File: src/hdl/deqs_pkg.sv
// ----------------------------------------------------------------------------
// deqs_pkg
// Shared types and constants for the double-ended queue with search.
// ----------------------------------------------------------------------------
package deqs_pkg;

    // Fixed widths of the item and result fields.
    localparam int OPCODE_W   = 3;
    localparam int ITEM_W     = 16;
    localparam int STATUS_W   = 2;
    localparam int POSITION_W = 4;
    localparam int COUNT_W    = 5;

    // Default configuration of the top level.
    localparam int DEPTH_DEFAULT      = 16;
    localparam int VALUE_BITS_DEFAULT = 16;

    typedef enum logic [OPCODE_W-1:0] {
        OP_PUSH_FRONT = 3'd0,
        OP_PUSH_BACK  = 3'd1,
        OP_POP_FRONT  = 3'd2,
        OP_POP_BACK   = 3'd3,
        OP_CLEAR      = 3'd4,
        OP_SEARCH     = 3'd5
    } op_t;

    typedef enum logic [STATUS_W-1:0] {
        ST_DONE  = 2'd0,
        ST_EMPTY = 2'd1,
        ST_FULL  = 2'd2
    } status_t;

    typedef enum logic [1:0] {
        S_IDLE,
        S_SCAN,
        S_DONE
    } state_t;

endpackage

File: src/hdl/deqs_ram.sv
// ----------------------------------------------------------------------------
// deqs_ram
// Generic single-clock RAM with one write port and one registered read port.
// ----------------------------------------------------------------------------
module deqs_ram
    import deqs_pkg::*;
#(
    parameter int WIDTH = VALUE_BITS_DEFAULT,
    parameter int DEPTH = DEPTH_DEFAULT
)
(
    input  logic                     clk,
    input  logic                     wr_en,
    input  logic [$clog2(DEPTH)-1:0] wr_addr,
    input  logic [WIDTH-1:0]         wr_data,
    input  logic [$clog2(DEPTH)-1:0] rd_addr,
    output logic [WIDTH-1:0]         rd_data
);

    logic [WIDTH-1:0] mem [DEPTH];
    logic [WIDTH-1:0] rd_data_reg;

    always_ff @(posedge clk)
    begin
        if (wr_en)
        begin
            mem[wr_addr] <= wr_data;
        end
        rd_data_reg <= mem[rd_addr];
    end

    assign rd_data = rd_data_reg;

endmodule

File: src/hdl/double_ended_queue_with_search.sv
// ----------------------------------------------------------------------------
// double_ended_queue_with_search
// Bounded double-ended queue of values with a linear search by value.
// ----------------------------------------------------------------------------
// The queue holds up to DEPTH values in a RAM used as a circular buffer that
// is addressed from a front pointer. Each input item carries an opcode and a
// value: push front, push back, pop front, pop back, clear, or search. Every
// item produces exactly one result item with a status (done, empty, or full
// with the push dropped), a found flag and front-based position for searches,
// and the number of values held afterwards. Pushes, pops, clear, unused
// opcodes and a search of an empty queue finish in the cycle they are
// accepted, so those items can follow one another in every cycle while the
// result register is free. A search walks the held values through the single
// RAM read port, one compare per cycle, and stops at the first match; the
// input stalls during that walk and until the search result has been handed
// to the result register. The result sits in an output register, so a new
// item is taken while the previous result is still waiting, provided that
// result register is freed in the same cycle. The RAM is not cleared at
// reset; only slots holding live values are ever compared.
// ----------------------------------------------------------------------------
module double_ended_queue_with_search
    import deqs_pkg::*;
#(
    parameter int DEPTH      = DEPTH_DEFAULT,
    parameter int VALUE_BITS = VALUE_BITS_DEFAULT
)
(
    input  logic                  clk,
    input  logic                  rst_n,
    input  logic                  in_valid,
    output logic                  in_stall,
    input  logic [OPCODE_W-1:0]   opcode,
    input  logic [ITEM_W-1:0]     item_value,
    output logic                  out_valid,
    input  logic                  out_stall,
    output logic [STATUS_W-1:0]   status,
    output logic                  found,
    output logic [POSITION_W-1:0] position,
    output logic [COUNT_W-1:0]    entry_count
);

    localparam int IDX_W = $clog2(DEPTH);
    localparam int CNT_W = $clog2(DEPTH + 1);
    localparam logic [IDX_W-1:0] LAST_SLOT  = IDX_W'(DEPTH - 1);
    localparam logic [IDX_W:0]   DEPTH_WIDE = (IDX_W + 1)'(DEPTH);
    localparam logic [CNT_W-1:0] FULL_COUNT = CNT_W'(DEPTH);

    // Sequencer and queue bookkeeping.
    state_t                  state_reg, state_next;
    logic [IDX_W-1:0]        front_reg, front_next;
    logic [CNT_W-1:0]        count_reg, count_next;

    // Search walk.
    logic [VALUE_BITS-1:0]   key_reg, key_next;
    logic [CNT_W-1:0]        scan_k_reg, scan_k_next;
    logic [CNT_W-1:0]        cmp_k_reg, cmp_k_next;
    logic                    cmp_valid_reg, cmp_valid_next;
    logic                    hit_reg, hit_next;
    logic [CNT_W-1:0]        hit_k_reg, hit_k_next;

    // Result register.
    logic                    out_valid_reg, out_valid_next;
    logic [STATUS_W-1:0]     status_reg, status_next;
    logic                    found_reg, found_next;
    logic [POSITION_W-1:0]   position_reg, position_next;
    logic [COUNT_W-1:0]      entry_count_reg, entry_count_next;

    logic                    accept;
    logic                    out_free;
    op_t                     op;
    logic [VALUE_BITS+ITEM_W-1:0] val_wide;
    logic [VALUE_BITS-1:0]   in_key;
    logic [IDX_W-1:0]        slot_offset;
    logic [IDX_W:0]          slot_sum;
    logic [IDX_W-1:0]        slot_addr;
    logic [IDX_W-1:0]        front_dec;
    logic [IDX_W-1:0]        front_inc;
    logic                    wr_en;
    logic [IDX_W-1:0]        wr_addr;
    logic [VALUE_BITS-1:0]   rd_data;
    logic                    key_match;
    logic                    scan_last;

    // The input value is masked to the stored width.
    assign op       = op_t'(opcode);
    assign val_wide = {{VALUE_BITS{1'b0}}, item_value};
    assign in_key   = val_wide[VALUE_BITS-1:0];

    // One shared slot adder: front plus an offset, wrapped into the buffer.
    // During a search the offset is the walk index, otherwise it is the
    // count, which gives the back slot for a push at the back.
    assign slot_offset = (state_reg == S_SCAN) ? scan_k_reg[IDX_W-1:0]
                                               : count_reg[IDX_W-1:0];
    assign slot_sum    = {1'b0, front_reg} + {1'b0, slot_offset};
    assign slot_addr   = (slot_sum >= DEPTH_WIDE) ? IDX_W'(slot_sum - DEPTH_WIDE)
                                                  : slot_sum[IDX_W-1:0];

    assign front_dec = (front_reg == '0) ? LAST_SLOT : front_reg - 1'b1;
    assign front_inc = (front_reg == LAST_SLOT) ? '0 : front_reg + 1'b1;

    // The single compare unit of the search walk.
    assign key_match = (rd_data == key_reg);
    assign scan_last = (cmp_k_reg == count_reg - CNT_W'(1));

    assign out_free = !out_valid_reg || !out_stall;
    assign accept   = in_valid && !in_stall;

    deqs_ram #(
        .WIDTH (VALUE_BITS),
        .DEPTH (DEPTH)
    ) u_ram (
        .clk     (clk),
        .wr_en   (wr_en),
        .wr_addr (wr_addr),
        .wr_data (in_key),
        .rd_addr (slot_addr),
        .rd_data (rd_data)
    );

    // Sequencer: next state.
    always_comb
    begin
        state_next = state_reg;
        unique case (state_reg)
            S_IDLE:
            begin
                if (accept && op == OP_SEARCH && count_reg != '0)
                begin
                    state_next = S_SCAN;
                end
            end
            S_SCAN:
            begin
                if (cmp_valid_reg && (key_match || scan_last))
                begin
                    state_next = S_DONE;
                end
            end
            S_DONE:
            begin
                if (out_free)
                begin
                    state_next = S_IDLE;
                end
            end
            default:
            begin
                state_next = S_IDLE;
            end
        endcase
    end

    // Sequencer: outputs. Items are taken only when idle and when the result
    // register can take the result of an item that finishes at once.
    always_comb
    begin
        in_stall = (state_reg != S_IDLE) || !out_free;
    end

    // Datapath.
    always_comb
    begin
        logic [STATUS_W-1:0]          st;
        logic [CNT_W+COUNT_W-1:0]     cnt_wide;
        logic [CNT_W+POSITION_W-1:0]  pos_wide;

        front_next       = front_reg;
        count_next       = count_reg;
        key_next         = key_reg;
        scan_k_next      = scan_k_reg;
        cmp_k_next       = cmp_k_reg;
        cmp_valid_next   = cmp_valid_reg;
        hit_next         = hit_reg;
        hit_k_next       = hit_k_reg;
        out_valid_next   = out_valid_reg && out_stall;
        status_next      = status_reg;
        found_next       = found_reg;
        position_next    = position_reg;
        entry_count_next = entry_count_reg;
        wr_en            = 1'b0;
        wr_addr          = slot_addr;
        st               = ST_DONE;
        cnt_wide         = '0;
        pos_wide         = {{POSITION_W{1'b0}}, hit_k_reg};

        if (accept)
        begin
            unique case (op)
                OP_PUSH_FRONT:
                begin
                    if (count_reg == FULL_COUNT)
                    begin
                        st = ST_FULL;
                    end
                    else
                    begin
                        front_next = front_dec;
                        wr_en      = 1'b1;
                        wr_addr    = front_dec;
                        count_next = count_reg + 1'b1;
                    end
                end
                OP_PUSH_BACK:
                begin
                    if (count_reg == FULL_COUNT)
                    begin
                        st = ST_FULL;
                    end
                    else
                    begin
                        wr_en      = 1'b1;
                        count_next = count_reg + 1'b1;
                    end
                end
                OP_POP_FRONT:
                begin
                    if (count_reg == '0)
                    begin
                        st = ST_EMPTY;
                    end
                    else
                    begin
                        front_next = front_inc;
                        count_next = count_reg - 1'b1;
                    end
                end
                OP_POP_BACK:
                begin
                    if (count_reg == '0)
                    begin
                        st = ST_EMPTY;
                    end
                    else
                    begin
                        count_next = count_reg - 1'b1;
                    end
                end
                OP_CLEAR:
                begin
                    front_next = '0;
                    count_next = '0;
                end
                OP_SEARCH:
                begin
                    if (count_reg == '0)
                    begin
                        st = ST_EMPTY;
                    end
                    else
                    begin
                        key_next       = in_key;
                        scan_k_next    = '0;
                        cmp_valid_next = 1'b0;
                        hit_next       = 1'b0;
                        hit_k_next     = '0;
                    end
                end
                default:
                begin
                end
            endcase

            // Everything but a search of a non-empty queue finishes now.
            if (op != OP_SEARCH || count_reg == '0)
            begin
                cnt_wide         = {{COUNT_W{1'b0}}, count_next};
                out_valid_next   = 1'b1;
                status_next      = st;
                found_next       = 1'b0;
                position_next    = '0;
                entry_count_next = cnt_wide[COUNT_W-1:0];
            end
        end

        if (state_reg == S_SCAN)
        begin
            // Issue the next read while comparing the data of the last one.
            cmp_valid_next = (scan_k_reg < count_reg);
            cmp_k_next     = scan_k_reg;
            if (scan_k_reg < count_reg)
            begin
                scan_k_next = scan_k_reg + 1'b1;
            end
            if (cmp_valid_reg && key_match)
            begin
                hit_next   = 1'b1;
                hit_k_next = cmp_k_reg;
            end
        end

        if (state_reg == S_DONE && out_free)
        begin
            cnt_wide         = {{COUNT_W{1'b0}}, count_reg};
            out_valid_next   = 1'b1;
            status_next      = ST_DONE;
            found_next       = hit_reg;
            position_next    = pos_wide[POSITION_W-1:0];
            entry_count_next = cnt_wide[COUNT_W-1:0];
        end
    end

    always_ff @(posedge clk or negedge rst_n)
    begin
        if (!rst_n)
        begin
            state_reg     <= S_IDLE;
            front_reg     <= '0;
            count_reg     <= '0;
            cmp_valid_reg <= 1'b0;
            out_valid_reg <= 1'b0;
        end
        else
        begin
            state_reg     <= state_next;
            front_reg     <= front_next;
            count_reg     <= count_next;
            cmp_valid_reg <= cmp_valid_next;
            out_valid_reg <= out_valid_next;
        end
    end

    always_ff @(posedge clk)
    begin
        key_reg         <= key_next;
        scan_k_reg      <= scan_k_next;
        cmp_k_reg       <= cmp_k_next;
        hit_reg         <= hit_next;
        hit_k_reg       <= hit_k_next;
        status_reg      <= status_next;
        found_reg       <= found_next;
        position_reg    <= position_next;
        entry_count_reg <= entry_count_next;
    end

    assign out_valid   = out_valid_reg;
    assign status      = status_reg;
    assign found       = found_reg;
    assign position    = position_reg;
    assign entry_count = entry_count_reg;

    // The queue never holds more than its depth.
    assert property (@(posedge clk) disable iff (!rst_n)
        count_reg <= FULL_COUNT)
        else $error("held count exceeds the queue depth");

    // The queue state changes only when an item is taken.
    assert property (@(posedge clk) disable iff (!rst_n)
        !accept |=> $stable(count_reg) && $stable(front_reg))
        else $error("queue state changed without an accepted item");

    // The walk compares only live entries.
    assert property (@(posedge clk) disable iff (!rst_n)
        (state_reg == S_SCAN && cmp_valid_reg) |-> cmp_k_reg < count_reg)
        else $error("search compared an entry beyond the held values");

    // A reported match lies within the held values.
    assert property (@(posedge clk) disable iff (!rst_n)
        (state_reg == S_DONE && hit_reg) |-> hit_k_reg < count_reg)
        else $error("search match position beyond the held values");

    // A finished search is handed to the result register.
    assert property (@(posedge clk) disable iff (!rst_n)
        (state_reg == S_DONE && out_free) |=> out_valid_reg && state_reg == S_IDLE)
        else $error("search result was not delivered");

endmodule
File: config.mk
export PLATFORM = sky130hd
export DESIGN_NAME = double_ended_queue_with_search
export DESIGN_NICKNAME = d
export VERILOG_FILES = /design/src/hdl/deqs_pkg.sv /design/src/hdl/deqs_ram.sv /design/src/hdl/double_ended_queue_with_search.sv
export SDC_FILE = /design/constraint.sdc
export NUM_CORES = 1
export LEC_CHECK = 0
export BUFFER_PORTS_ARGS = -buffer_cell sky130_fd_sc_hd__clkbuf_2
export CAP_MARGIN = 0
export CORE_MARGIN = 2
export CORE_UTILIZATION = 45
export CTS_CLUSTER_SIZE = 16
export DETAILED_ROUTE_END_ITERATION = 7
export PLACE_DENSITY = 0.66
export SYNTH_ARGS = -nofsm -noshare
export SYNTH_HDL_FRONTEND = slang
export SYNTH_SLANG_ARGS = --single-unit
export TNS_END_PERCENT = 50
File: constraint.sdc
create_clock -name clk -period 5.3 [get_ports clk]
set_clock_uncertainty 0.05 [all_clocks]
set_input_delay 0.53 -clock clk [delete_from_list [all_inputs] [get_ports clk]]
set_output_delay 0.53 -clock clk [all_outputs]
set_load 0.05 [all_outputs]
==> results.rst, run 1 <==
.. list-table::
   :header-rows: 1

   * - Metric
     - Value
   * - Mean instance size in the synthesized netlist
     - 18.6 sq um
   * - Number of diodes added for antenna fixing
     - 0
   * - Remaining antenna violation count
     - 0
   * - Summed instance area of the synthesized netlist
     - 13200 sq um
   * - Number of cell rows
     - 62
   * - Actual transition at the worst max-transition pin
     - 1.13 ns
   * - Post-CTS Setup Inserts
     - 0
   * - Max FFs per register
     - 256
   * - Antenna violations before repair
     - 0
   * - Top-count cell post-synth
     - sky130_fd_sc_hd__edfxtp_1
   * - Post-synth EDFFs
     - 287
   * - Root cell of the clock tree
     - sky130_fd_sc_hd__clkbuf_16
   * - Total of max-cap violations
     - 0
   * - Pre-CTS worst setup slack
     - 1.22 ns
   * - Clock tree from TritonCTS
     - built
   * - Final GP Congestion
     - 0.782
   * - Via count
     - 6684
   * - Count of final hold-check violations
     - 0
   * - Setup TNS
     - 0 ns
   * - Share of synthesized flip-flops with an asynchronous set or reset
     - 3.96%
   * - Count of pins on the block boundary
     - 37
   * - Peak clock frequency supported by timing
     - 0.250 GHz
   * - Total non-filler cell area in the finished layout
     - 15000 sq um
   * - Endpoint kind of the worst setup timing path
     - flip-flop
   * - Unrepaired setup endpoints after global routing
     - false
   * - Die outline area
     - 30800 sq um
   * - Post-detail-place hpwl
     - 16.7 mm
   * - Via count of the first global-routing pass
     - 6849
   * - Core area
     - 28800 sq um
   * - P_leak
     - 5.06 nW
   * - CP max FO
     - 19
   * - Synthesis-to-finish area growth
     - 13.7%
   * - Worst Path Arrival
     - 4.08 ns
   * - Sequential-to-total area share from yosys stat
     - 71.9%
   * - Die Span Y
     - 175 um
   * - Leading register cell type out of synthesis
     - sky130_fd_sc_hd__edfxtp_1
   * - IO Port Bufs
     - 36
   * - Filler Cell Count
     - 2264
   * - Number of nets in the final layout
     - 801
   * - Post-route core utilization
     - 52.2%
   * - CTS Sinks
     - 328
   * - Placed cell area
     - 13900 sq um
   * - Initial core utilization
     - 45.9%
   * - Path class of the lowest-slack min-delay path
     - input port to flip-flop
   * - First-pass GRT wire length
     - 41.2 mm
   * - Data required time of the critical path
     - 5.38 ns
   * - Worst-skew pair later-pin latency
     - 0.51 ns
   * - Post-Synthesis Cells
     - 709
   * - CTS Hold Buffers Added
     - 1
   * - Post-route clock period utilization
     - 75.6%
   * - Post-synth net total
     - 745
   * - Cell types with the highest counts after synthesis
     - 287 x sky130_fd_sc_hd__edfxtp_1, 80 x sky130_fd_sc_hd__mux4_2, 30 x sky130_fd_sc_hd__nand2_1, 28 x sky130_fd_sc_hd__dfxtp_1, 25 x sky130_fd_sc_hd__o21ai_0
   * - Post-synth top area share
     - 65.2%
   * - Number of buffers inserted during clock tree synthesis
     - 34
   * - CTS clk-pin slew, worst paths
     - 0.06 ns
   * - Remaining global-route overflow
     - 0
   * - Slew Limit Fails
     - 0
   * - FF+latch count, synth
     - 328
   * - Number of setup violations in the final report
     - 0
   * - Synth Warn #
     - 0
   * - Dominant cell type by area after synthesis
     - sky130_fd_sc_hd__edfxtp_1
   * - Horizontal die dimension
     - 175 um
   * - Result of the run
     - completed
   * - Number of design rule violations left after detail routing
     - 0
   * - Critical Path Start Type
     - flip-flop
   * - Share of post-route cells with drive strength above 1
     - 26.6%
   * - Vias per Instance
     - 5.70
   * - Clock Path Buffers
     - 3
   * - Power density of the placed cells
     - 666 nW/um^2
   * - Setup Crit Path Kind
     - flip-flop to flip-flop
   * - Drt first pass iters
     - 5
   * - Worst vdd ir
     - 0.641 mV
   * - Pin count of the biggest net entering global routing
     - 65
   * - Final WL
     - 26.7 mm
   * - Final Critical Period
     - 4.01 ns
   * - Synth area leaders
     - sky130_fd_sc_hd__edfxtp_1 65%, sky130_fd_sc_hd__mux4_2 14%, sky130_fd_sc_hd__dfxtp_1 4.2%, sky130_fd_sc_hd__dfrtp_1 2.5%, sky130_fd_sc_hd__ha_1 1.1%
   * - Final worst-path setup slack
     - 1.29 ns
   * - Maximum level of the CTS H-tree
     - 2
   * - Worst relative slew slack
     - 24.6%
   * - Synth cell types
     - 56
   * - Starting DRC count in detailed routing
     - 576
   * - Combined global-route utilization of all metal layers
     - 17.9%
   * - Average wire per standard cell
     - 22.8 um
   * - Count of instances resized after the clock tree is built
     - 0
==> power breakdown <==
group	switching, mW	internal [mW]
Combinational	2.19	2.17
Clock	0.938	1.45
Sequential	0.174	3.09
Total	3.30	6.71
==> per-layer routing <==
layer	up-vias	track usage, %	share of wire [%]
li1	2958	-	-
met1	3446	24.7	44
met2	227	28.9	48
met3	53	4.05	5.7
met4	0	5.14	2.2
met5	-	0	0
==> final timing paths <==
check / start / to / slack [ns] / cells past startpoint
setup / recovery: state_reg[1] / u_ram.mem[14][13] / 1.29 / 10
hold / removal: out_stall / out_valid / 0.24 / 3
setup reg to reg: state_reg[1] / u_ram.mem[14][13] / 1.29 / 10
hold reg to reg: hit_reg / hit_reg / 0.42 / 2
max in group asynchronous: rst_n / front_reg[1] / 4.45 / 2
min in group asynchronous: rst_n / count_reg[1] / 0.45 / 2
==> cell type report <==
type	instances	area [sq um]	area share, %
Inverter	22	85.1	0.566
Timing Repair Buffer	51	295	1.96
Clock buffer	45	943	6.28
Multi-Input combinational cell	328	3550	23.6
Tap cell	384	480	3.20
Sequential cell	328	9500	63.2
Clock inverter	15	176	1.17
==> logic make-up after synthesis <==
| logic type | synth area share (%) |
|---|---|
| mux | 14.5 |
| simple gates | 4.46 |
| compound gates | 4.06 |
| flops | 71.9 |
| xor+xnor | 1.96 |
| fa+ha+maj | 1.29 |
| buf+inv | 1.81 |
==> through the flow <==
stage / cells / hold WS, ns / power, mW
floorplan: 709 / 0.184 / 6.66
global placement: 1112 / 0.383 / 7.65
detailed placement: 1112 / 0.414 / 7.75
CTS: 1173 / 0.221 / 10.2
global route: 1173 / 0.222 / 10.6
finish: 1173 / 0.239 / 10.0
==> critical path, cell delays in order (launching register included) <==
cell,delay [ns]
sky130_fd_sc_hd__dfrtp_1,0.46
sky130_fd_sc_hd__nand2b_4,0.20
sky130_fd_sc_hd__inv_4,0.14
sky130_fd_sc_hd__nor2_1,0.06
sky130_fd_sc_hd__a21o_1,0.17
sky130_fd_sc_hd__ha_1,0.27
sky130_fd_sc_hd__a21o_1,0.17
sky130_fd_sc_hd__a21oi_1,0.18
sky130_fd_sc_hd__xnor3_2,0.63
sky130_fd_sc_hd__a21o_1,0.48
sky130_fd_sc_hd__and2_1,0.80
==> placed cells by master, fill, tap and decap left out, types with 5 or more instances in the layout <==
cell type / count
sky130_fd_sc_hd__o21ai_0: 25
sky130_fd_sc_hd__mux2_2: 5
sky130_fd_sc_hd__inv_1: 21
sky130_fd_sc_hd__xor2_1: 8
sky130_fd_sc_hd__clkinv_1: 5
sky130_fd_sc_hd__nor3_1: 5
sky130_fd_sc_hd__clkbuf_1: 7
sky130_fd_sc_hd__a21o_1: 6
sky130_fd_sc_hd__nand3_1: 10
sky130_fd_sc_hd__and3_1: 10
sky130_fd_sc_hd__buf_4: 14
sky130_fd_sc_hd__dfxtp_1: 28
sky130_fd_sc_hd__a211oi_1: 6
sky130_fd_sc_hd__xnor2_1: 17
sky130_fd_sc_hd__clkbuf_16: 35
sky130_fd_sc_hd__nor2b_1: 5
sky130_fd_sc_hd__ha_1: 11
sky130_fd_sc_hd__mux2i_1: 6
sky130_fd_sc_hd__nor2_1: 14
sky130_fd_sc_hd__a21oi_1: 18
sky130_fd_sc_hd__nand2_1: 30
sky130_fd_sc_hd__mux4_2: 80
sky130_fd_sc_hd__dfrtp_1: 13
sky130_fd_sc_hd__edfxtp_1: 287
sky130_fd_sc_hd__clkbuf_2: 36
sky130_fd_sc_hd__nor2_2: 7
No activity file was read; power rests on OpenSTA's default activity.
==> inputs of run 2 (changes only) <==
Settings changed: PLACE_DENSITY 0.66 to 0.68.
Clock period 5.3 ns to 3.5 ns, I/O delays scaled along.
==> run 2 against run 1 <==
Net effect:
- non-clock buffer count up 27
- sequential share of layout area is 1.2 points lower
- first-iteration DRC count increased by 18%
- critical path depth is 2 higher
- final area up 2.0%
- combinational power rose by 58%
- register-to-register slack got worse by 1.0 ns
- fmax up 23%
- sequential cell count unchanged
- cell count grew 2.4%
==> results.rst, run 2 (synthesized netlist as in run 1, its figures left out) <==
.. list-table::
   :header-rows: 1

   * - Metric
     - Value
   * - CP max FO
     - 14 (was 19)
   * - Die Span Y
     - 175 um (unchanged)
   * - Remaining global-route overflow
     - 0 (unchanged)
   * - Share of post-route cells with drive strength above 1
     - 30.2% (was 26.6%)
   * - Clock tree from TritonCTS
     - built (unchanged)
   * - Most frequent standard cell in the layout excluding fill and tap cells
     - sky130_fd_sc_hd__edfxtp_1 (unchanged)
   * - Post-route clock period utilization
     - 92.9% (was 75.6%)
   * - Via count
     - 6895 (was 6684)
   * - Final WL
     - 27.3 mm (was 26.7 mm)
   * - Clock Path Buffers
     - 3 (unchanged)
   * - Max FFs per register
     - 256 (unchanged)
   * - CTS clk-pin slew, worst paths
     - 0.06 ns (about the same)
   * - Drt first pass iters
     - 5 (unchanged)
   * - Initial core utilization
     - 45.9% (unchanged)
   * - Total of max-cap violations
     - 0 (unchanged)
   * - Combined global-route utilization of all metal layers
     - 18.3% (was 17.9%)
   * - Power density of the placed cells
     - 1010 nW/um^2 (was 666 nW/um^2)
   * - Peak clock frequency supported by timing
     - 0.307 GHz (was 0.250 GHz)
   * - Worst Path Arrival
     - 3.39 ns (was 4.08 ns)
   * - Net Switching
     - 5.10 mW (was 3.30 mW)
   * - Root cell of the clock tree
     - sky130_fd_sc_hd__clkbuf_16 (unchanged)
   * - Sw Ratio
     - 33.1% (was 33.0%)
   * - CTS Sinks
     - 328 (unchanged)
   * - Setup Crit Path Kind
     - flip-flop to flip-flop (unchanged)
   * - GRT Max-Usage Layer
     - met2 (unchanged)
   * - Number of setup violations in the final report
     - 0 (unchanged)
   * - Number of cell rows
     - 62 (unchanged)
   * - P_leak
     - 5.24 nW (was 5.06 nW)
   * - Path class of the lowest-slack min-delay path
     - input port to flip-flop (unchanged)
   * - Number of diodes added for antenna fixing
     - 0 (unchanged)
   * - Result of the run
     - completed (unchanged)
   * - Critical Path Start Type
     - flip-flop (unchanged)
   * - Final GP Congestion
     - 0.834 (was 0.782)
   * - Core area
     - 28800 sq um (unchanged)
   * - Number of design rule violations left after detail routing
     - 0 (unchanged)
   * - Die outline area
     - 30800 sq um (unchanged)
   * - IO Port Bufs
     - 36 (unchanged)
   * - Worst relative slew slack
     - 33.2% (was 24.6%)
   * - Total instance count after detailed placement
     - 1139 (was 1112)
   * - Final Critical Period
     - 3.25 ns (was 4.01 ns)
   * - Post-route core utilization
     - 53.3% (was 52.2%)
   * - First-pass GRT wire length
     - 42.3 mm (was 41.2 mm)
   * - Part of the total power dissipated in the clock network
     - 23.3% (was 23.8%)
   * - Endpoint kind of the worst setup timing path
     - flip-flop (unchanged)
   * - Global-route met2 utilization
     - 30.1% (was 28.9%)
   * - Starting DRC count in detailed routing
     - 679 (was 576)
   * - Pre-CTS worst setup slack
     - 0.194 ns (was 1.22 ns)
   * - Via count of the first global-routing pass
     - 7168 (was 6849)
   * - Vias per Instance
     - 5.74 (was 5.70)
   * - Horizontal die dimension
     - 175 um (unchanged)
   * - Count of final hold-check violations
     - 0 (unchanged)
   * - Pin count of the biggest net entering global routing
     - 65 (unchanged)
   * - Met1 track utilization from global routing
     - 25.1% (was 24.7%)
   * - Data required time of the critical path
     - 3.64 ns (was 5.38 ns)
   * - Post-route non-filler standard cell count
     - 1201 (was 1173)
   * - Antenna violations before repair
     - 0 (unchanged)
   * - Final worst-path setup slack
     - 0.248 ns (was 1.29 ns)
   * - Unrepaired setup endpoints after global routing
     - false (unchanged)
   * - Post-detail-place hpwl
     - 16.6 mm (was 16.7 mm)
   * - Worst-skew pair later-pin latency
     - 0.51 ns (about the same)
   * - Count of pins on the block boundary
     - 37 (unchanged)
   * - Synthesis-to-finish area growth
     - 16.0% (was 13.7%)
   * - Part of the total power dissipated in combinational logic
     - 44.8% (was 43.6%)
   * - Internal portion of total power
     - 10.3 mW (was 6.71 mW)
   * - Remaining antenna violation count
     - 0 (unchanged)
   * - Worst vdd ir
     - 0.971 mV (was 0.641 mV)
   * - Slew Limit Fails
     - 0 (unchanged)
   * - Number of buffers inserted during clock tree synthesis
     - 34 (unchanged)
   * - Setup TNS
     - 0 ns (unchanged)
   * - Part of the total power dissipated in sequential elements
     - 31.9% (was 32.6%)
   * - Actual transition at the worst max-transition pin
     - 0.991 ns (was 1.13 ns)
   * - Commonest non-fill, non-tap cells in the layout
     - 287 x sky130_fd_sc_hd__edfxtp_1, 80 x sky130_fd_sc_hd__mux4_2, 37 x sky130_fd_sc_hd__buf_4 (was 287 x sky130_fd_sc_hd__edfxtp_1, 80 x sky130_fd_sc_hd__mux4_2, 36 x sky130_fd_sc_hd__clkbuf_2)
   * - Number of nets in the final layout
     - 828 (was 801)
   * - Filler Cell Count
     - 2205 (was 2264)
   * - Met3 demand-to-capacity share in global routing
     - 2.84% (was 4.05%)
   * - Maximum level of the CTS H-tree
     - 2 (unchanged)
   * - Average wire per standard cell
     - 22.7 um (was 22.8 um)
==> run 2: changes by cell type in the layout (fill, tap and decap cells not counted), sizes merged <==
cell / before / now
buf: 14 / 41
clkinvlp: 0 / 3
bufinv: 4 / 2
clkinv: 9 / 10
inv: 24 / 23
==> run 2: stage by stage <==
step	total power, mW	area, sq um	hold WS (ns)
2_1_floorplan	10.2	13300	0.00441
3_3_place_gp	11.8	14200	0.223
3_5_place_dp	11.9	14200	0.237
4_1_cts	15.6	15300	0.0518
5_1_grt	16.2	15300	0.0734
6_report	15.4	15300	0.0753
==> run 2: what timing repair did <==
action / in CTS / in global routing
buffers inserted: 0 / 0
endpoints found under the hold margin: 13 / 0
resized for setup: 0 / 2
setup endpoints to repair: 0 / 40
hold buffers: 1 / 0
==> run 2: worst paths after layout <==
path,from,to,slack (ns),cells after the start
worst max register to register,state_reg[0],u_ram.mem[3][11],0.25,12
worst min-delay path,out_stall,out_valid,0.08,3
worst min register to register,hit_k_reg[0],hit_k_reg[0],0.41,2
min in group asynchronous,rst_n,count_reg[1],0.25,2
max in group asynchronous,rst_n,state_reg[0],2.88,2
worst max-delay path,state_reg[0],u_ram.mem[3][11],0.25,12
==> run 2: power groups by stage <==
stage / Combinational (mW) / Sequential (mW) / Clock [mW]
finish: 6.90 / 4.92 / 3.59
global route: 7.39 / 4.96 / 3.81
CTS: 6.99 / 4.92 / 3.66
detailed placement: 6.94 / 5.00 / 0
global placement: 6.80 / 4.99 / 0
floorplan: 5.11 / 5.05 / 0
==> run 2: worst max-delay path, cell delays in order, from the launching register on <==
cell,delay [ns]
sky130_fd_sc_hd__dfrtp_1,0.43
sky130_fd_sc_hd__nand2b_4,0.12
sky130_fd_sc_hd__inv_4,0.08
sky130_fd_sc_hd__o21ai_0,0.28
sky130_fd_sc_hd__ha_4,0.19
sky130_fd_sc_hd__inv_1,0.05
sky130_fd_sc_hd__fa_2,0.49
sky130_fd_sc_hd__mux2i_1,0.24
sky130_fd_sc_hd__and3_1,0.25
sky130_fd_sc_hd__nand2_1,0.14
sky130_fd_sc_hd__buf_4,0.19
sky130_fd_sc_hd__nor3_4,0.17
sky130_fd_sc_hd__buf_4,0.26
==> run 2: final cells by class <==
cell class	count	area, sq um	share of cell area, %
repair buffers	78	548	3.58
multi-input cells	328	3580	23.3
clock buffers	45	972	6.34
flip-flops and latches	328	9500	62.0
inverters	22	85.1	0.555
clock inverters	16	163	1.06
well taps	384	480	3.13
==> run 2: routing by layer <==
metal / routed length (um) / up-vias / part of all wire (%)
met4: 923 / 0 / 3.4
met3: 1470 / 69 / 5.4
met2: 13600 / 251 / 50
li1: - / 3007 / -
met5: 0 / - / 0
met1: 11300 / 3568 / 41
==> inputs of run 3 (changes only) <==
Settings changed: PLACE_DENSITY 0.68 to 0.71, SYNTH_HIERARCHICAL from default to 1.
==> run 3 against run 2 <==
Net effect:
- combinational power up 8.7%
- worst hold slack got worse by 0.019 ns
- cell count increased by 2.7%
- via count hardly changed
- routed wire length decreased by 3.0%
- fmax decreased by 1.4%
- sequential power grew 2%
- core utilization fell by 0.35 points
- worst setup slack got worse by 0.045 ns
- register-to-register slack got worse by 0.04 ns
- first-iteration DRC count rose by 8.0%
- critical path type unchanged
==> results.rst, run 3 <==
.. list-table::
   :header-rows: 1

   * - Metric
     - Value
   * - Synth cell types
     - 57 (was 56)
   * - Root cell of the clock tree
     - sky130_fd_sc_hd__clkbuf_16 (unchanged)
   * - Number of diodes added for antenna fixing
     - 0 (unchanged)
   * - Summed instance area of the synthesized netlist
     - 13200 sq um (about the same)
   * - Most frequent standard cell in the layout excluding fill and tap cells
     - sky130_fd_sc_hd__edfxtp_1 (unchanged)
   * - IO Port Bufs
     - 36 (unchanged)
   * - Synth area leaders
     - sky130_fd_sc_hd__edfxtp_1 66%, sky130_fd_sc_hd__mux4_2 9.2%, sky130_fd_sc_hd__dfxtp_1 4.3%, sky130_fd_sc_hd__dfrtp_1 2.5%, sky130_fd_sc_hd__a22oi_1 2.0% (was sky130_fd_sc_hd__edfxtp_1 65%, sky130_fd_sc_hd__mux4_2 14%, sky130_fd_sc_hd__dfxtp_1 4.2%, sky130_fd_sc_hd__dfrtp_1 2.5%, sky130_fd_sc_hd__ha_1 1.1%)
   * - Actual transition at the worst max-transition pin
     - 0.945 ns (was 0.991 ns)
   * - Setup Crit Path Kind
     - flip-flop to flip-flop (unchanged)
   * - Final WL
     - 26.4 mm (was 27.3 mm)
   * - Path class of the lowest-slack min-delay path
     - input port to flip-flop (unchanged)
   * - Count of final hold-check violations
     - 0 (unchanged)
   * - Worst-skew pair later-pin latency
     - 0.52 ns (was 0.51 ns)
   * - Pin count of the biggest net entering global routing
     - 65 (unchanged)
   * - Remaining global-route overflow
     - 0 (unchanged)
   * - Final Critical Period
     - 3.30 ns (was 3.25 ns)
   * - Post-route clock period utilization
     - 94.2% (was 92.9%)
   * - CTS Sinks
     - 328 (unchanged)
   * - Die Span Y
     - 175 um (about the same)
   * - Cell types with the highest counts after synthesis
     - 287 x sky130_fd_sc_hd__edfxtp_1, 54 x sky130_fd_sc_hd__mux4_2, 37 x sky130_fd_sc_hd__nand2_1, 35 x sky130_fd_sc_hd__a22oi_1, 29 x sky130_fd_sc_hd__nor2_1 (was 287 x sky130_fd_sc_hd__edfxtp_1, 80 x sky130_fd_sc_hd__mux4_2, 30 x sky130_fd_sc_hd__nand2_1, 28 x sky130_fd_sc_hd__dfxtp_1, 25 x sky130_fd_sc_hd__o21ai_0)
   * - Post-synth EDFFs
     - 287 (unchanged)
   * - Number of design rule violations left after detail routing
     - 0 (unchanged)
   * - Mean instance size in the synthesized netlist
     - 17.9 sq um (was 18.6 sq um)
   * - Sequential-to-total area share from yosys stat
     - 72.3% (was 71.9%)
   * - Number of buffers inserted during clock tree synthesis
     - 34 (unchanged)
   * - Share of synthesized flip-flops with an asynchronous set or reset
     - 3.96% (unchanged)
   * - FF+latch count, synth
     - 328 (unchanged)
   * - Routed metal-1 wirelength
     - 11.3 mm (about the same)
   * - Data required time of the critical path
     - 3.67 ns (was 3.64 ns)
   * - Highest Signal Layer
     - met4 (unchanged)
   * - Synthesis-to-finish area growth
     - 15.8% (was 16.0%)
   * - Initial core utilization
     - 45.7% (was 45.9%)
   * - Unrepaired setup endpoints after global routing
     - true (was false)
   * - First-pass GRT wire length
     - 41.0 mm (was 42.3 mm)
   * - Slew Limit Fails
     - 0 (unchanged)
   * - Synth Warn #
     - 6 (was 0)
   * - Share of post-route cells with drive strength above 1
     - 25.8% (was 30.2%)
   * - Average wire per standard cell
     - 21.4 um (was 22.7 um)
   * - Post-route core utilization
     - 52.9% (was 53.3%)
   * - Source of the worst hold timing path
     - out_stall (unchanged)
   * - Drt first pass iters
     - 5 (unchanged)
   * - Endpoint kind of the worst setup timing path
     - flip-flop (unchanged)
   * - Die outline area
     - 30600 sq um (was 30800 sq um)
   * - Top-count cell post-synth
     - sky130_fd_sc_hd__edfxtp_1 (unchanged)
   * - Total of max-cap violations
     - 0 (unchanged)
   * - P_leak
     - 5.26 nW (was 5.24 nW)
   * - Antenna violations before repair
     - 0 (unchanged)
   * - Commonest non-fill, non-tap cells in the layout
     - 287 x sky130_fd_sc_hd__edfxtp_1, 54 x sky130_fd_sc_hd__mux4_2, 45 x sky130_fd_sc_hd__buf_4 (was 287 x sky130_fd_sc_hd__edfxtp_1, 80 x sky130_fd_sc_hd__mux4_2, 37 x sky130_fd_sc_hd__buf_4)
   * - Vias per Instance
     - 5.60 (was 5.74)
   * - Number of nets in the final layout
     - 860 (was 828)
   * - CTS clk-pin slew, worst paths
     - 0.06 ns (about the same)
   * - Met3 layer wire length in the routed design
     - 1.62 mm (was 1.47 mm)
   * - Horizontal die dimension
     - 175 um (about the same)
   * - Setup slack on the worst flop-to-flop path
     - 0.20 ns (was 0.25 ns)
   * - Worst relative slew slack
     - 37.0% (was 33.2%)
   * - Worst Path Arrival
     - 3.47 ns (was 3.39 ns)
   * - Remaining antenna violation count
     - 0 (unchanged)
   * - Clock tree from TritonCTS
     - built (unchanged)
   * - Number of cells on the worst hold path
     - 2 (was 3)
   * - Final GP Congestion
     - 0.857 (was 0.834)
   * - Dominant cell type by area after synthesis
     - sky130_fd_sc_hd__edfxtp_1 (unchanged)
   * - Leading register cell type out of synthesis
     - sky130_fd_sc_hd__edfxtp_1 (unchanged)
   * - Starting DRC count in detailed routing
     - 733 (was 679)
   * - Peak clock frequency supported by timing
     - 0.303 GHz (was 0.307 GHz)
   * - Max FFs per register
     - 256 (unchanged)
   * - Core area
     - 28800 sq um (unchanged)
   * - Via count of the first global-routing pass
     - 7114 (was 7168)
   * - Clock Path Buffers
     - 3 (unchanged)
   * - Startpoint of the worst-slack reg-to-reg timing path
     - state_reg[0] (unchanged)
   * - CP max FO
     - 6 (was 14)
   * - Post-synth net total
     - 770 (was 745)
   * - Worst min-delay path endpoint
     - out_valid (unchanged)
   * - Worst vdd ir
     - 0.934 mV (was 0.971 mV)
   * - Post-synth top area share
     - 65.5% (was 65.2%)
   * - Setup TNS
     - 0 ns (unchanged)
   * - Combined global-route utilization of all metal layers
     - 17.7% (was 18.3%)
   * - Number of cell instances on the worst register-to-register path
     - 12 (unchanged)
   * - Power density of the placed cells
     - 1050 nW/um^2 (was 1010 nW/um^2)
   * - Result of the run
     - completed (unchanged)
   * - Post-CTS Setup Inserts
     - 0 (unchanged)
   * - Met2 layer wire length in the routed design
     - 12.9 mm (was 13.6 mm)
   * - Post-Synthesis Cells
     - 733 (was 709)
   * - Number of setup violations in the final report
     - 0 (unchanged)
   * - Via count
     - 6901 (was 6895)
   * - Number of cell rows
     - 62 (unchanged)
   * - Worst reg2reg path endpoint
     - u_ram/mem[14][4] (was u_ram.mem[3][11])
   * - Maximum level of the CTS H-tree
     - 2 (unchanged)
   * - Critical Path Start Type
     - flip-flop (unchanged)
   * - Filler Cell Count
     - 2230 (was 2205)
   * - Post-detail-place hpwl
     - 16.7 mm (was 16.6 mm)
   * - Count of pins on the block boundary
     - 37 (unchanged)
## run 3: worst max path at each step
stage / from / endpoint / slack (ns)
floorplan: count_reg[0] / u_ram/mem[1][0] / -0.26
global placement: state_reg[0] / u_ram/mem[1][5] / 0.19
detailed placement: state_reg[0] / u_ram/mem[1][2] / 0.14
CTS: state_reg[0] / u_ram/mem[1][11] / 0.11
global route: count_reg[1] / u_ram/mem[14][1] / -0.03
finish: state_reg[0] / u_ram/mem[14][4] / 0.20
## run 3: per-layer routing
metal / track usage [%] / up-vias
li1: - / 3119
met1: 24.2 / 3511
met2: 29.1 / 225
met3: 3.26 / 46
met4: 5.56 / 0
met5: 0 / -
## run 3: repair_timing
action | CTS | global route
hold buffers | 1 | 0
gates resized for setup | 0 | 1
endpoints found under the setup margin | 0 | 39
hold endpoints to repair | 13 | 0
## run 3: cell families (layout without fill, tap and decap cells)
| group | Yosys count | after routing | share of synthesized area [%] |
|---|---|---|---|
| flops | 328 | 328 | 72.3 |
| xor+xnor | 28 | 28 | 1.86 |
| fa+ha+maj | 14 | 14 | 1.39 |
| buf+inv | 50 | 166 | 1.82 |
| simple gates | 127 | 127 | 4.98 |
| mux | 76 | 76 | 12.2 |
| compound gates | 110 | 110 | 5.48 |
## run 3: where the power goes
part	total, mW	internal, mW	switching (mW)
combinational	7.50	3.33	4.17
clock	3.47	2.01	1.46
sequential	5.03	4.78	0.253
## run 3: per-stage QoR
| stage | instance area, sq um | power (mW) | instances | hold slack [ns] | setup WS [ns] |
|---|---|---|---|---|---|
| after CTS | 15200 | 16.1 | 1233 | 0.0348 | 0.109 |
| after floorplan | 13200 | 10.6 | 733 | 0.00441 | -0.256 |
| after global placement | 14100 | 12.5 | 1170 | 0.237 | 0.195 |
| final | 15200 | 16.0 | 1233 | 0.0560 | 0.203 |
| after global routing | 15200 | 16.9 | 1233 | 0.0685 | -0.0266 |
| after detailed placement | 14100 | 12.6 | 1170 | 0.238 | 0.136 |
## run 3: final cells by class
type	count	area (sq um)	area share, %
Clock buffer	46	917	6.02
Clock inverter	16	156	1.03
Inverter	18	67.6	0.444
Multi-Input combinational cell	355	3490	22.9
Sequential cell	328	9500	62.4
Tap cell	384	480	3.16
Timing Repair Buffer	86	608	3.99
## run 3: critical path: stages (launching register included)
cell                       delay [ns]
sky130_fd_sc_hd__dfrtp_1         0.43
sky130_fd_sc_hd__nand2b_4        0.11
sky130_fd_sc_hd__inv_2           0.06
sky130_fd_sc_hd__nand2_1         0.06
sky130_fd_sc_hd__o21ai_0         0.14
sky130_fd_sc_hd__ha_4            0.20
sky130_fd_sc_hd__fa_2            0.36
sky130_fd_sc_hd__xor2_1          0.30
sky130_fd_sc_hd__nor2_1          0.09
sky130_fd_sc_hd__a21oi_1         0.23
sky130_fd_sc_hd__nand3_1         0.28
sky130_fd_sc_hd__nor2_2          0.44
sky130_fd_sc_hd__buf_4           0.27
